**config.mk**
```make
export PLATFORM = sky130hd
export DESIGN_NAME = tx_buffer_pool_dma_queue_top_flat
export DESIGN_NICKNAME = d
export VERILOG_FILES = /design/src/hw/rtl/tbq_pkg.sv /design/src/hw/rtl/tbq_cmd_if.sv /design/src/hw/rtl/tbq_rsp_if.sv /design/src/hw/rtl/tbq_cell.sv /design/src/hw/rtl/tx_buffer_pool_dma_queue_top.sv /design/src/flat_wrapper.sv
export SDC_FILE = /design/constraint.sdc
export NUM_CORES = 1
export LEC_CHECK = 0
export ABC_CLOCK_PERIOD_IN_PS = 4300
export BUFFER_PORTS_ARGS = -buffer_cell sky130_fd_sc_hd__buf_2
export CORE_ASPECT_RATIO = 1.5
export CORE_MARGIN = 2
export CORE_UTILIZATION = 54
export DETAILED_ROUTE_END_ITERATION = 16
export GPL_ROUTABILITY_DRIVEN = 0
export PLACE_DENSITY_LB_ADDON = 0.3
export SETUP_SLACK_MARGIN = 0.5
export SYNTH_ARGS = -nofsm -noshare
export SYNTH_HDL_FRONTEND = slang
export SYNTH_HIERARCHICAL = 1
export SYNTH_SLANG_ARGS = --single-unit
```
**constraint.sdc**
```tcl
create_clock -name clk -period 4.3 [get_ports clk]
set_clock_uncertainty 0.15 [all_clocks]
set_input_delay 0.86 -clock clk [delete_from_list [all_inputs] [get_ports clk]]
set_output_delay 0.86 -clock clk [all_outputs]
set_load 0.02 [all_outputs]
```
**src/hw/rtl/tbq_pkg.sv**
```systemverilog
// Shared types and constants for the transmit buffer pool and descriptor queue.
// No dependencies; imported by every other file of the block.
package tbq_pkg;

    localparam int POOL_SIZE   = 8;
    localparam int QUEUE_DEPTH = 8;

    // Field widths fixed by the request and result formats
    localparam int KIND_W = 3;
    localparam int BUF_W  = 3;
    localparam int LEN_W  = 16;
    localparam int FREE_W = 8;
    localparam int QCNT_W = 4;
    localparam int DROP_W = 32;

    // Internal fill count holds 0..QUEUE_DEPTH
    localparam int CNT_W = $clog2(QUEUE_DEPTH + 1);

    typedef enum logic [KIND_W-1:0] {
        KIND_ACQUIRE   = 3'd0,
        KIND_RELEASE   = 3'd1,
        KIND_ENQUEUE   = 3'd2,
        KIND_DONE      = 3'd3,
        KIND_NOTE_DROP = 3'd4
    } kind_t;

    typedef enum logic [1:0] {
        ST_IDLE,
        ST_EXEC,
        ST_START,
        ST_FIN
    } state_t;

    typedef struct packed {
        logic [BUF_W-1:0] buf_idx;
        logic [LEN_W-1:0] len;
    } desc_t;

    // Shift-queue control broadcast to every cell
    typedef struct packed {
        logic push;
        logic pop;
    } cell_ctrl_t;

endpackage

```
**src/hw/rtl/tbq_cmd_if.sv**
```systemverilog
// Request channel: valid/ready handshake with the request fields.
// Depends on tbq_pkg for field widths.
interface tbq_cmd_if
    import tbq_pkg::*;
();
    logic              valid;
    logic              ready;
    logic [KIND_W-1:0] kind;
    logic [BUF_W-1:0]  msg_buf;
    logic [LEN_W-1:0]  length;
    logic              start_refused;

    modport source (output valid, kind, msg_buf, length, start_refused, input ready);
    modport sink   (input valid, kind, msg_buf, length, start_refused, output ready);
endinterface

```
**src/hw/rtl/tbq_rsp_if.sv**
```systemverilog
// Result channel: valid/ready handshake with the result fields.
// Depends on tbq_pkg for field widths.
interface tbq_rsp_if
    import tbq_pkg::*;
();
    logic              valid;
    logic              ready;
    logic              ok;
    logic [BUF_W-1:0]  granted_index;
    logic              start_valid;
    logic [BUF_W-1:0]  start_buffer;
    logic [LEN_W-1:0]  start_length;
    logic [FREE_W-1:0] free_bitmap;
    logic [QCNT_W-1:0] queued_count;
    logic              engine_busy;
    logic [DROP_W-1:0] dropped_total;

    modport source (output valid, ok, granted_index, start_valid, start_buffer,
                    start_length, free_bitmap, queued_count, engine_busy,
                    dropped_total, input ready);
    modport sink   (input valid, ok, granted_index, start_valid, start_buffer,
                    start_length, free_bitmap, queued_count, engine_busy,
                    dropped_total, output ready);
endinterface

```
**src/hw/rtl/tbq_cell.sv**
```systemverilog
// One slot of the descriptor shift queue. Slot 0 is the head.
// Depends on tbq_pkg (desc_t, cell_ctrl_t).
module tbq_cell
    import tbq_pkg::*;
(
    input  logic       clk,
    input  logic       rst_n,
    input  cell_ctrl_t ctrl,
    input  logic       prev_valid,  // neighbor toward the head holds data
    input  logic       next_valid,  // neighbor toward the tail
    input  desc_t      next_desc,
    input  desc_t      push_desc,
    output logic       valid,
    output desc_t      desc
);

    logic  valid_reg, valid_next;
    desc_t desc_reg, desc_next;

    // Pop shifts everything one slot toward the head; push fills the first empty slot
    always_comb
    begin
        valid_next = valid_reg;
        desc_next  = desc_reg;
        if (ctrl.pop)
        begin
            valid_next = next_valid;
            desc_next  = next_desc;
        end
        else if (ctrl.push && prev_valid && !valid_reg)
        begin
            valid_next = 1'b1;
            desc_next  = push_desc;
        end
    end

    always_ff @(posedge clk or negedge rst_n)
    begin
        if (!rst_n)
            valid_reg <= 1'b0;
        else
            valid_reg <= valid_next;
    end

    always_ff @(posedge clk)
    begin
        desc_reg <= desc_next;
    end

    assign valid = valid_reg;
    assign desc  = desc_reg;

endmodule

```
**src/hw/rtl/tx_buffer_pool_dma_queue_top.sv**
```systemverilog
// Top level: buffer pool bitmap, descriptor shift queue of tbq_cell slots, engine control.
// Depends on tbq_pkg, tbq_cmd_if, tbq_rsp_if and tbq_cell.

// Transmit buffer manager. One request is handled at a time. A request is taken
// when the block is idle; it then passes through an executing state, possibly the
// start sequencer state, and a finishing state that writes the result register.
// Only an accepted enqueue or a done with the engine busy enters the start
// sequencer, which pops the head slot if the engine is idle. With start_refused
// set and the engine idle, every waiting descriptor is popped and dropped one
// per cycle. A stalled result register holds the block in the finishing state.
// The result register lets the next request be taken while a result waits.
module tx_buffer_pool_dma_queue_top
    import tbq_pkg::*;
(
    input  logic     clk,
    input  logic     rst_n,
    tbq_cmd_if.sink  cmd,
    tbq_rsp_if.source result
);

    state_t state_reg, state_next;

    // Latched request
    logic [KIND_W-1:0] kind_reg;
    logic [BUF_W-1:0]  idx_reg;
    logic [LEN_W-1:0]  len_reg;
    logic              refused_reg;

    // Block state
    logic [POOL_SIZE-1:0]    free_reg, free_next;
    logic [CNT_W-1:0]        cnt_reg, cnt_next;
    logic                    busy_reg, busy_next;
    logic [BUF_W-1:0]        active_reg, active_next;
    logic [DROP_W-1:0]       drop_reg, drop_next;

    // Per-request result pieces gathered before the result register
    logic             ok_reg, ok_next;
    logic [BUF_W-1:0] grant_reg, grant_next;
    logic             sv_reg, sv_next;
    logic [BUF_W-1:0] sbuf_reg, sbuf_next;
    logic [LEN_W-1:0] slen_reg, slen_next;

    // Result register
    logic              rv_reg, rv_next;
    logic              r_ok_reg;
    logic [BUF_W-1:0]  r_grant_reg;
    logic              r_sv_reg;
    logic [BUF_W-1:0]  r_sbuf_reg;
    logic [LEN_W-1:0]  r_slen_reg;
    logic [FREE_W-1:0] r_free_reg;
    logic [QCNT_W-1:0] r_qcnt_reg;
    logic              r_busy_reg;
    logic [DROP_W-1:0] r_drop_reg;
    logic              load_result;

    // Queue cells
    cell_ctrl_t ctrl;
    desc_t      push_desc;
    logic       cell_valid [QUEUE_DEPTH];
    desc_t      cell_desc  [QUEUE_DEPTH];

    logic             grant_found;
    logic [BUF_W-1:0] grant_idx;

    assign push_desc.buf_idx = idx_reg;
    assign push_desc.len     = len_reg;

    // Chain of queue slots
    for (genvar i = 0; i < QUEUE_DEPTH; i++)
    begin : g_cell
        logic  prev_v;
        logic  next_v;
        desc_t next_d;
        if (i == 0)
        begin : g_head
            assign prev_v = 1'b1;
        end
        else
        begin : g_mid
            assign prev_v = cell_valid[i-1];
        end
        if (i == QUEUE_DEPTH - 1)
        begin : g_tail
            assign next_v = 1'b0;
            assign next_d = '0;
        end
        else
        begin : g_body
            assign next_v = cell_valid[i+1];
            assign next_d = cell_desc[i+1];
        end
        tbq_cell u_cell (
            .clk        (clk),
            .rst_n      (rst_n),
            .ctrl       (ctrl),
            .prev_valid (prev_v),
            .next_valid (next_v),
            .next_desc  (next_d),
            .push_desc  (push_desc),
            .valid      (cell_valid[i]),
            .desc       (cell_desc[i])
        );
    end

    // Lowest free buffer
    always_comb
    begin
        grant_found = 1'b0;
        grant_idx   = '0;
        for (int b = POOL_SIZE - 1; b >= 0; b--)
        begin
            if (free_reg[b])
            begin
                grant_found = 1'b1;
                grant_idx   = BUF_W'(b);
            end
        end
    end

    assign cmd.ready   = (state_reg == ST_IDLE);
    assign load_result = (state_reg == ST_FIN) && (!rv_reg || result.ready);

    // Sequencer: next state and block state updates
    always_comb
    begin
        state_next  = state_reg;
        free_next   = free_reg;
        cnt_next    = cnt_reg;
        busy_next   = busy_reg;
        active_next = active_reg;
        drop_next   = drop_reg;
        ok_next     = ok_reg;
        grant_next  = grant_reg;
        sv_next     = sv_reg;
        sbuf_next   = sbuf_reg;
        slen_next   = slen_reg;
        ctrl.push   = 1'b0;
        ctrl.pop    = 1'b0;

        unique case (state_reg)
            ST_IDLE:
            begin
                if (cmd.valid)
                    state_next = ST_EXEC;
            end
            ST_EXEC:
            begin
                ok_next    = 1'b1;
                grant_next = '0;
                sv_next    = 1'b0;
                sbuf_next  = '0;
                slen_next  = '0;
                state_next = ST_FIN;
                unique case (kind_reg)
                    KIND_ACQUIRE:
                    begin
                        ok_next = grant_found;
                        if (grant_found)
                        begin
                            grant_next = grant_idx;
                            for (int b = 0; b < POOL_SIZE; b++)
                                if (grant_idx == BUF_W'(b))
                                    free_next[b] = 1'b0;
                        end
                    end
                    KIND_RELEASE:
                    begin
                        for (int b = 0; b < POOL_SIZE; b++)
                            if (idx_reg == BUF_W'(b))
                                free_next[b] = 1'b1;
                    end
                    KIND_ENQUEUE:
                    begin
                        if (cnt_reg == CNT_W'(QUEUE_DEPTH))
                            ok_next = 1'b0;
                        else
                        begin
                            ctrl.push  = 1'b1;
                            cnt_next   = cnt_reg + CNT_W'(1);
                            state_next = ST_START;
                        end
                    end
                    KIND_DONE:
                    begin
                        if (busy_reg)
                        begin
                            for (int b = 0; b < POOL_SIZE; b++)
                                if (active_reg == BUF_W'(b))
                                    free_next[b] = 1'b1;
                            busy_next  = 1'b0;
                            state_next = ST_START;
                        end
                    end
                    KIND_NOTE_DROP:
                    begin
                        drop_next = drop_reg + DROP_W'(1);
                    end
                    default:
                    begin
                    end
                endcase
            end
            ST_START:
            begin
                // One pop per cycle while idle and descriptors wait
                if (!busy_reg && cnt_reg != '0)
                begin
                    ctrl.pop    = 1'b1;
                    cnt_next    = cnt_reg - CNT_W'(1);
                    active_next = cell_desc[0].buf_idx;
                    if (!refused_reg)
                    begin
                        busy_next  = 1'b1;
                        sv_next    = 1'b1;
                        sbuf_next  = cell_desc[0].buf_idx;
                        slen_next  = cell_desc[0].len;
                        state_next = ST_FIN;
                    end
                    else
                    begin
                        for (int b = 0; b < POOL_SIZE; b++)
                            if (cell_desc[0].buf_idx == BUF_W'(b))
                                free_next[b] = 1'b1;
                        drop_next = drop_reg + DROP_W'(1);
                    end
                end
                else
                    state_next = ST_FIN;
            end
            ST_FIN:
            begin
                if (load_result)
                    state_next = ST_IDLE;
            end
            default:
            begin
                state_next = ST_IDLE;
            end
        endcase
    end

    // Result register valid
    always_comb
    begin
        rv_next = rv_reg;
        if (load_result)
            rv_next = 1'b1;
        else if (result.ready)
            rv_next = 1'b0;
    end

    always_ff @(posedge clk or negedge rst_n)
    begin
        if (!rst_n)
        begin
            state_reg  <= ST_IDLE;
            free_reg   <= '1;
            cnt_reg    <= '0;
            busy_reg   <= 1'b0;
            active_reg <= '0;
            drop_reg   <= '0;
            rv_reg     <= 1'b0;
        end
        else
        begin
            state_reg  <= state_next;
            free_reg   <= free_next;
            cnt_reg    <= cnt_next;
            busy_reg   <= busy_next;
            active_reg <= active_next;
            drop_reg   <= drop_next;
            rv_reg     <= rv_next;
        end
    end

    // Payload registers
    always_ff @(posedge clk)
    begin
        if (cmd.valid && cmd.ready)
        begin
            kind_reg    <= cmd.kind;
            idx_reg     <= cmd.msg_buf;
            len_reg     <= cmd.length;
            refused_reg <= cmd.start_refused;
        end
        ok_reg    <= ok_next;
        grant_reg <= grant_next;
        sv_reg    <= sv_next;
        sbuf_reg  <= sbuf_next;
        slen_reg  <= slen_next;
        if (load_result)
        begin
            r_ok_reg    <= ok_reg;
            r_grant_reg <= grant_reg;
            r_sv_reg    <= sv_reg;
            r_sbuf_reg  <= sbuf_reg;
            r_slen_reg  <= slen_reg;
            r_free_reg  <= FREE_W'(free_reg);
            r_qcnt_reg  <= QCNT_W'(cnt_reg);
            r_busy_reg  <= busy_reg;
            r_drop_reg  <= drop_reg;
        end
    end

    assign result.valid         = rv_reg;
    assign result.ok            = r_ok_reg;
    assign result.granted_index = r_grant_reg;
    assign result.start_valid   = r_sv_reg;
    assign result.start_buffer  = r_sbuf_reg;
    assign result.start_length  = r_slen_reg;
    assign result.free_bitmap   = r_free_reg;
    assign result.queued_count  = r_qcnt_reg;
    assign result.engine_busy   = r_busy_reg;
    assign result.dropped_total = r_drop_reg;

endmodule

```
**src/flat_wrapper.sv**
```systemverilog
// flat-port wrapper written by rule: the top's interface ports become plain ports
module tx_buffer_pool_dma_queue_top_flat import tbq_pkg::*;
  (clk, rst_n, cmd_valid, cmd_kind, cmd_msg_buf, cmd_length, cmd_start_refused, cmd_ready, result_valid, result_ok, result_granted_index, result_start_valid, result_start_buffer, result_start_length, result_free_bitmap, result_queued_count, result_engine_busy, result_dropped_total, result_ready);
  tbq_cmd_if cmd_i ();
  tbq_rsp_if result_i ();
  input  logic clk;
  input  logic rst_n;
  input wire logic [$bits(cmd_i.valid)-1:0] cmd_valid;
  input wire logic [$bits(cmd_i.kind)-1:0] cmd_kind;
  input wire logic [$bits(cmd_i.msg_buf)-1:0] cmd_msg_buf;
  input wire logic [$bits(cmd_i.length)-1:0] cmd_length;
  input wire logic [$bits(cmd_i.start_refused)-1:0] cmd_start_refused;
  output wire logic [$bits(cmd_i.ready)-1:0] cmd_ready;
  output wire logic [$bits(result_i.valid)-1:0] result_valid;
  output wire logic [$bits(result_i.ok)-1:0] result_ok;
  output wire logic [$bits(result_i.granted_index)-1:0] result_granted_index;
  output wire logic [$bits(result_i.start_valid)-1:0] result_start_valid;
  output wire logic [$bits(result_i.start_buffer)-1:0] result_start_buffer;
  output wire logic [$bits(result_i.start_length)-1:0] result_start_length;
  output wire logic [$bits(result_i.free_bitmap)-1:0] result_free_bitmap;
  output wire logic [$bits(result_i.queued_count)-1:0] result_queued_count;
  output wire logic [$bits(result_i.engine_busy)-1:0] result_engine_busy;
  output wire logic [$bits(result_i.dropped_total)-1:0] result_dropped_total;
  input wire logic [$bits(result_i.ready)-1:0] result_ready;
  assign cmd_i.valid = cmd_valid;
  assign cmd_i.kind = cmd_kind;
  assign cmd_i.msg_buf = cmd_msg_buf;
  assign cmd_i.length = cmd_length;
  assign cmd_i.start_refused = cmd_start_refused;
  assign cmd_ready = cmd_i.ready;
  assign result_valid = result_i.valid;
  assign result_ok = result_i.ok;
  assign result_granted_index = result_i.granted_index;
  assign result_start_valid = result_i.start_valid;
  assign result_start_buffer = result_i.start_buffer;
  assign result_start_length = result_i.start_length;
  assign result_free_bitmap = result_i.free_bitmap;
  assign result_queued_count = result_i.queued_count;
  assign result_engine_busy = result_i.engine_busy;
  assign result_dropped_total = result_i.dropped_total;
  assign result_i.ready = result_ready;
  tx_buffer_pool_dma_queue_top u_core (.clk(clk), .rst_n(rst_n), .cmd(cmd_i), .result(result_i));
endmodule
```
==> reports/qor.yml, run 1 <==
routing:
  firstDrtPassIters: 5
  vias: 7093
  drcViolationCount: 0
  vias_per_cell: 5.38
  dr.first_iter.drc_count: 352
  wl_mm: 20.7
  postRouteAntennaNets: 0
  wl_per_cell_um: 15.7
clocking:
  cts.reportedPaths.clkPinSlew_ns: 0.06
  clockRootBuffer: "clkbuf_16"
  cts_resized: 0
  cts_setup_buffers: 0
  clock_path_buffers: 3
  cts_sinks: 327
  clock_latency_ns: 0.53
  cts_tree: "yes"
  cts_hold_buf: 0
  htree_levels: 1
  numCtsBuffers: 29
layout:
  n_antenna_cell: 0
  drive_above_1_share_pct: 35.2
  nFillCells: 1875
  areaGrowthSynthToFinish_pct: 13.8
  final_core_util_pct: 62.1
  largest_reg_flops: 152
  layout.nets: 1004
  regArea_sq_um: 9530
  multi_input_area_sq_um: 3790
setup_path:
  slowest_stage: "o21bai_1"
  reg2reg_depth: 7
  path_common_cell: "inv_1"
  crit_chain: "inv_1 > ha_1 > inv_1 > nor4_1 > nand2_1 > o21bai_1 > buf_4"
  worstPathMaxFanout: 14
  endpoint_kind: "flop"
  start_kind: "flop"
  r2r_slack_ns: 1.43
  crit_required_ns: 4.37
  crit_type: "flop to flop"
  cpPeakStageDelay_ns: 0.45
  critical_path_arrival_ns: 2.94
placement:
  io_buffers: 97
  hpwl_mm: 13.9
  pre_cts_slack_ns: 1.42
outcome:
  status: "completed"
timing:
  worst_pin_slew_ns: 1.18
  worst_slack_ns: 1.43
  drv_slew: 0
  setup_viol: 0
  hold_violations: 0
  fmaxAchievable_mhz: 349
  rsz0062_at_grt: "no"
  period_needed_ns: 2.87
  final.setup.tns_ns: 0
  slew_headroom_pct: 21.6
  finalCritPeriodShare_pct: 66.7
  timing.hold.ws_ns: 0.269
logic_synthesis:
  syn_avg_cell_area_sq_um: 16.3
  ys_seq_area_share_pct: 70.3
  synthCells: 833
  ys_ff_latch: 327
  synth_top_cell_by_area: "edfxtp_1"
  synthTopCellsByArea: "edfxtp_1, mux2_2, dfrtp_1"
  synth_warnings: 6
  ys_async_sr_fraction_pct: 18.0
  netlist.area_leader.share_pct: 59.3
  synth_edf_count: 268
  synth_ff_type: "edfxtp_1"
  synth.distinct_cells: 55
  synth_area_sq_um: 13600
grt:
  overflow: 0
  antenna_found_initial: 0
  grt_use_total_pct: 15.7
  grt_max_degree: 90
  grt_pass1_vias: 6861
  grt_pass1_wl_mm: 33.8
hold_path:
  hp-class: "flop to flop"
  holdPathStages: 0
floorplan:
  initial_core_util_pct: 54.5
  die_h_um: 198
  fp.dieW_um: 133
  rows: 71
  die_area_sq_um: 26400
  core_sq_um: 24900
  design.portCount: 98
pwr:
  power_density_nw_per_um2: 724
  power.total_mw: 11.2
  p_leak_nw: 5.59
  ir_worst_vdd_mv: 0.577
run:
  maxCapViolations: 0
==> cell families (layout without fill, tap and decap cells) <==
group / count (synthesis) / count (layout) / share of synthesized area, %
DFF: 327 / 327 / 70.3
and+or+nand+nor: 181 / 181 / 7.56
muxes: 161 / 161 / 13.4
AOI/OAI and AO/OA: 68 / 68 / 3.29
buffers and inverters: 51 / 190 / 2.38
xor gates and xnor gates: 35 / 35 / 2.26
adders and majority gates: 8 / 8 / 0.793
other: 2 / 21 / 0.0554
==> report_power, final <==
part           internal, mW  leakage [nW]  switching, mW  total [mW]
clock network          1.56         0.485           1.06        2.62
logic                  1.31          1.87           1.81        3.12
registers              4.96          3.23          0.476        5.44
==> routing by layer <==
layer	wire length, um	GRT usage, %	vias to the layer above
met1	8500	19.9	3463
met2	10700	27.9	166
li1	-	-	3427
met4	548	5.63	0
met3	919	1.89	37
met5	0	0	-
==> worst max-delay path, delay by kind of cell, from the launching register on <==
family / cells / cell delay [ns]
buf+inv: 3 / 0.59
simple gates: 2 / 0.51
compound gates: 1 / 0.45
fa+ha+maj: 1 / 0.43
flops: 1 / 0.40
==> layout make-up <==
class	instances	area share [%]
timing repair buffer	116	4.15
clock buffer	39	5.27
tap	328	2.66
inverter	21	0.510
clock inverter	14	1.13
multi-input combinational	474	24.6
sequential	327	61.7
==> cell usage after synthesis, types with 2 or more instances <==
library cell,n
inv_1,21
a21oi_1,19
a21o_1,2
or2_2,2
or3_1,3
dfstp_2,8
edfxtp_1,268
nand2_1,31
o31a_1,2
and3_1,3
clkbuf_1,8
a2111oi_2,2
nor2_1,28
o22ai_1,4
dfrtp_1,51
a31oi_1,6
or3_4,3
conb_1,2
nor3_1,22
buf_6,17
o21ai_0,14
nor2b_1,12
nor4_2,5
nand3_1,12
a211oi_1,2
o311ai_0,2
nand4_2,2
mux2_2,160
and2_1,24
buf_1,2
nand2b_1,6
xnor2_1,18
xor2_1,17
nor4_1,10
nand3b_1,3
nand4_1,6
o32ai_1,2
o21bai_1,8
ha_1,7
nor4b_1,2
buf_2,3
==> per-stage QoR <==
stage                     instance area [sq um]  cells
after floorplan                           13600    852
after global placement                    14500   1266
after detailed placement                  14500   1266
after CTS                                 15400   1319
after global routing                      15400   1319
final                                     15400   1319
==> cells in the final DEF, fill, tap and decap left out, drive strengths merged, types with 3 or more instances in the layout <==
cell type    n
o21ai       14
nor4        15
and2        24
nor3        22
inv         21
nand4        8
xnor2       18
bufinv       4
buf        116
nand3b       3
a21oi       19
and3         3
dfrtp       51
xor2        17
edfxtp     268
o22ai        4
clkbuf      39
ha           7
mux2       161
conb        21
nand2b       6
clkinv       8
nand2       31
or3          6
o21bai       8
nand3       12
nor2b       12
nor2        28
a31oi        6
dfstp        8
==> worst paths after layout <==
kind | to | startpoint
setup / recovery | u_core/g_cell[0].u_cell/desc[0]$_DFFE_PP_ | u_core/state_reg[1]$_DFFE_PN0P_
hold / removal | u_core/result.start_valid$_DFFE_PP_ | u_core/sv_reg$_DFFE_PP_
setup reg to reg | u_core/g_cell[0].u_cell/desc[0]$_DFFE_PP_ | u_core/state_reg[1]$_DFFE_PN0P_
hold reg to reg | u_core/result.start_valid$_DFFE_PP_ | u_core/sv_reg$_DFFE_PP_
max in group asynchronous | u_core/drop_reg[25]$_DFFE_PN0P_ | rst_n
min in group asynchronous | u_core/cnt_reg[2]$_DFFE_PN0P_ | rst_n
Power figures use the tool's default switching activity.
==> run 2: changes to the inputs <==
--- a/config.mk
+++ b/config.mk
@@ -5,11 +5,11 @@
 export SDC_FILE = /design/constraint.sdc
 export NUM_CORES = 1
 export LEC_CHECK = 0
-export ABC_CLOCK_PERIOD_IN_PS = 4300
+export ABC_CLOCK_PERIOD_IN_PS = 2700
 export BUFFER_PORTS_ARGS = -buffer_cell sky130_fd_sc_hd__buf_2
 export CORE_ASPECT_RATIO = 1.5
 export CORE_MARGIN = 2
-export CORE_UTILIZATION = 54
+export CORE_UTILIZATION = 60
 export DETAILED_ROUTE_END_ITERATION = 16
 export GPL_ROUTABILITY_DRIVEN = 0
 export PLACE_DENSITY_LB_ADDON = 0.3
==> constraint.sdc (replaced) <==
create_clock -name clk -period 2.7 [get_ports clk]
set_clock_uncertainty 0.15 [all_clocks]
set_input_delay 0.54 -clock clk [delete_from_list [all_inputs] [get_ports clk]]
set_output_delay 0.54 -clock clk [all_outputs]
set_load 0.02 [all_outputs]
==> run 2 against run 1 <==
Compared with the run above:
- flip-flop and latch count stayed put
- setup slack got worse by 1.0 ns
- sequential power up 61%
- global-route usage up 3.4 points
- non-clock buffer count is 111 higher
- combinational power grew to 2.6 times the previous value
- maximum frequency is 24% higher
- power rose by 88%
- clock power rose by 54%
- routed wire length grew 35%
- hold slack worse by 0.27 ns
==> reports/qor.yml, run 2 (same netlist as run 1, synthesis figures left out) <==
floorplan:
  rows: 67
  die_h_um: 188
  fp.dieW_um: 127
  core_sq_um: 22300
  design.portCount: 98
  die_area_sq_um: 23900
  initial_core_util_pct: 60.8
setup_path:
  crit_required_ns: 3.02
  endpoint_kind: "flop"
  critical_path_arrival_ns: 2.64
  startpoint: "u_core/kind_reg[2]$_DFFE_PP_"
  r2r-start: "u_core/kind_reg[2]$_DFFE_PP_"
  start_kind: "flop"
  crit_type: "flop to flop"
  worstPathMaxFanout: 8
clocking:
  htree_levels: 1
  cts_sinks: 327
  clock_path_buffers: 3
  cts_tree: "yes"
  clockRootBuffer: "clkbuf_16"
  numCtsBuffers: 29
  cts.reportedPaths.clkPinSlew_ns: 0.07
  clock_latency_ns: 0.55
pwr:
  pwr-share-comb_pct: 38.8
  power_frac_seq_pct: 41.9
  p_sw_share_pct: 31.3
  power.total_mw: 21.0
  intPower_mw: 14.4
  p_clk_share_pct: 19.3
  ir_worst_vdd_mv: 0.670
  p_leak_nw: 6.63
  switching_power_mw: 6.57
  power_density_nw_per_um2: 1200
timing:
  slew_headroom_pct: 45.7
  finalCritPeriodShare_pct: 85.7
  fmaxAchievable_mhz: 432
  rsz0062_at_grt: "yes"
  period_needed_ns: 2.31
  setup_viol: 0
  worst_pin_slew_ns: 0.814
  drv_slew: 0
  final.setup.tns_ns: 0
  timing.hold.ws_ns: 0.00345
  worst_slack_ns: 0.387
  hold_violations: 0
outcome:
  status: "completed"
layout:
  n_antenna_cell: 0
  drive_above_1_share_pct: 45.5
  areaGrowthSynthToFinish_pct: 28.7
  final_cell_mix: "edfxtp_1, mux2_2, buf_2, buf_4, clkbuf_16"
  largest_reg_flops: 152
  final_common_cell: "edfxtp_1"
  layout.nets: 1117
routing:
  postRouteAntennaNets: 0
  wl_per_cell_um: 20.3
  vias_per_cell: 5.77
  wl_mm: 28.0
  drcViolationCount: 0
  dr.first_iter.drc_count: 579
  vias: 7965
  firstDrtPassIters: 5
grt:
  met1_usage_pct: 24.0
  grt_use_total_pct: 19.1
  grt_max_degree: 60
  grt_pass1_wl_mm: 36.8
  overflow: 0
  grt_pass1_vias: 7381
  top_usage_layer: "met2"
  grt_use_met3_pct: 2.80
  grt_use_met2_pct: 33.6
  antenna_found_initial: 0
placement:
  io_buffers: 97
  hpwl_mm: 14.6
  pre_cts_slack_ns: 0.0855
run:
  maxCapViolations: 0
hold_path:
  hp-class: "primary input to async pin"
[run 2: changes by cell type in the layout (fill, tap and decap cells not counted), moves of 14 or more]
cell	previous run	this run
buf_4	18	65
mux2_4	0	41
mux2_2	160	120
buf_6	0	18
clkbuf_16	29	47
buf_12	1	15
[run 2: power groups by stage]
| stage | clock network [mW] | logic, mW | registers (mW) |
|---|---|---|---|
| CTS | 4.12 | 6.17 | 8.69 |
| detailed placement | 0 | 5.61 | 8.77 |
| global route | 4.33 | 8.60 | 8.92 |
| floorplan | 0 | 3.73 | 9.01 |
| finish | 4.04 | 8.14 | 8.77 |
| global placement | 0 | 5.43 | 8.68 |
[run 2: layout make-up]
class,instances,area (sq um)
Fill cell,1154,4840
Timing Repair Buffer,227,2130
Clock inverter,11,111
Clock buffer,43,828
Tap cell,276,345
Sequential cell,327,9540
Multi-Input combinational cell,476,4420
Inverter,21,83.8
[run 2: critical path, cell delays in order, from the launching register on]
cell,delay [ns]
edfxtp_1,0.43
or3_4,0.41
a21o_1,0.19
a211o_4,0.43
nor4_4,0.32
mux2_4,0.33
[run 2: worst paths after layout]
path                                                            end  slack (ns)  cells after the start
max                                  u_core/free_reg[3]$_DFFE_PN1P_        0.39                      5
min                                   u_core/cnt_reg[0]$_DFFE_PN0P_       0.003                      2
max reg2reg                          u_core/free_reg[3]$_DFFE_PN1P_        0.39                      5
min reg2reg                u_core/result.granted_index[0]$_DFFE_PP_        0.27                      0
max in group asynchronous            u_core/drop_reg[9]$_DFFE_PN0P_        1.80                      2
min in group clk                       u_core/len_reg[10]$_DFFE_PP_        0.02                      1
[run 2: per-layer routing]
layer  up-vias  share of wire [%]
met2       253                 54
li1       3654                  -
met3        79                4.0
met4         0                3.9
met5         -                  0
met1      3979                 38
[run 2: per-stage QoR]
stage / utilization (%) / cell area [sq um] / std cells
4_1_cts: 72.4 / 16200 / 1313
3_5_place_dp: 66.4 / 14800 / 1229
2_1_floorplan: - / 13800 / 852
3_3_place_gp: 66.4 / 14800 / 1229
6_report: 78.3 / 17500 / 1381
5_1_grt: 78.3 / 17500 / 1381
[run 2: what timing repair did]
item | CTS | global route
gates cloned | 2 | 27
hold buffers | 8 | 0
pin swaps | 9 | 26
setup buffers | 20 | 41
setup endpoints to repair | 354 | 317
endpoints found under the hold margin | 8 | 0
gates resized for setup | 36 | 99
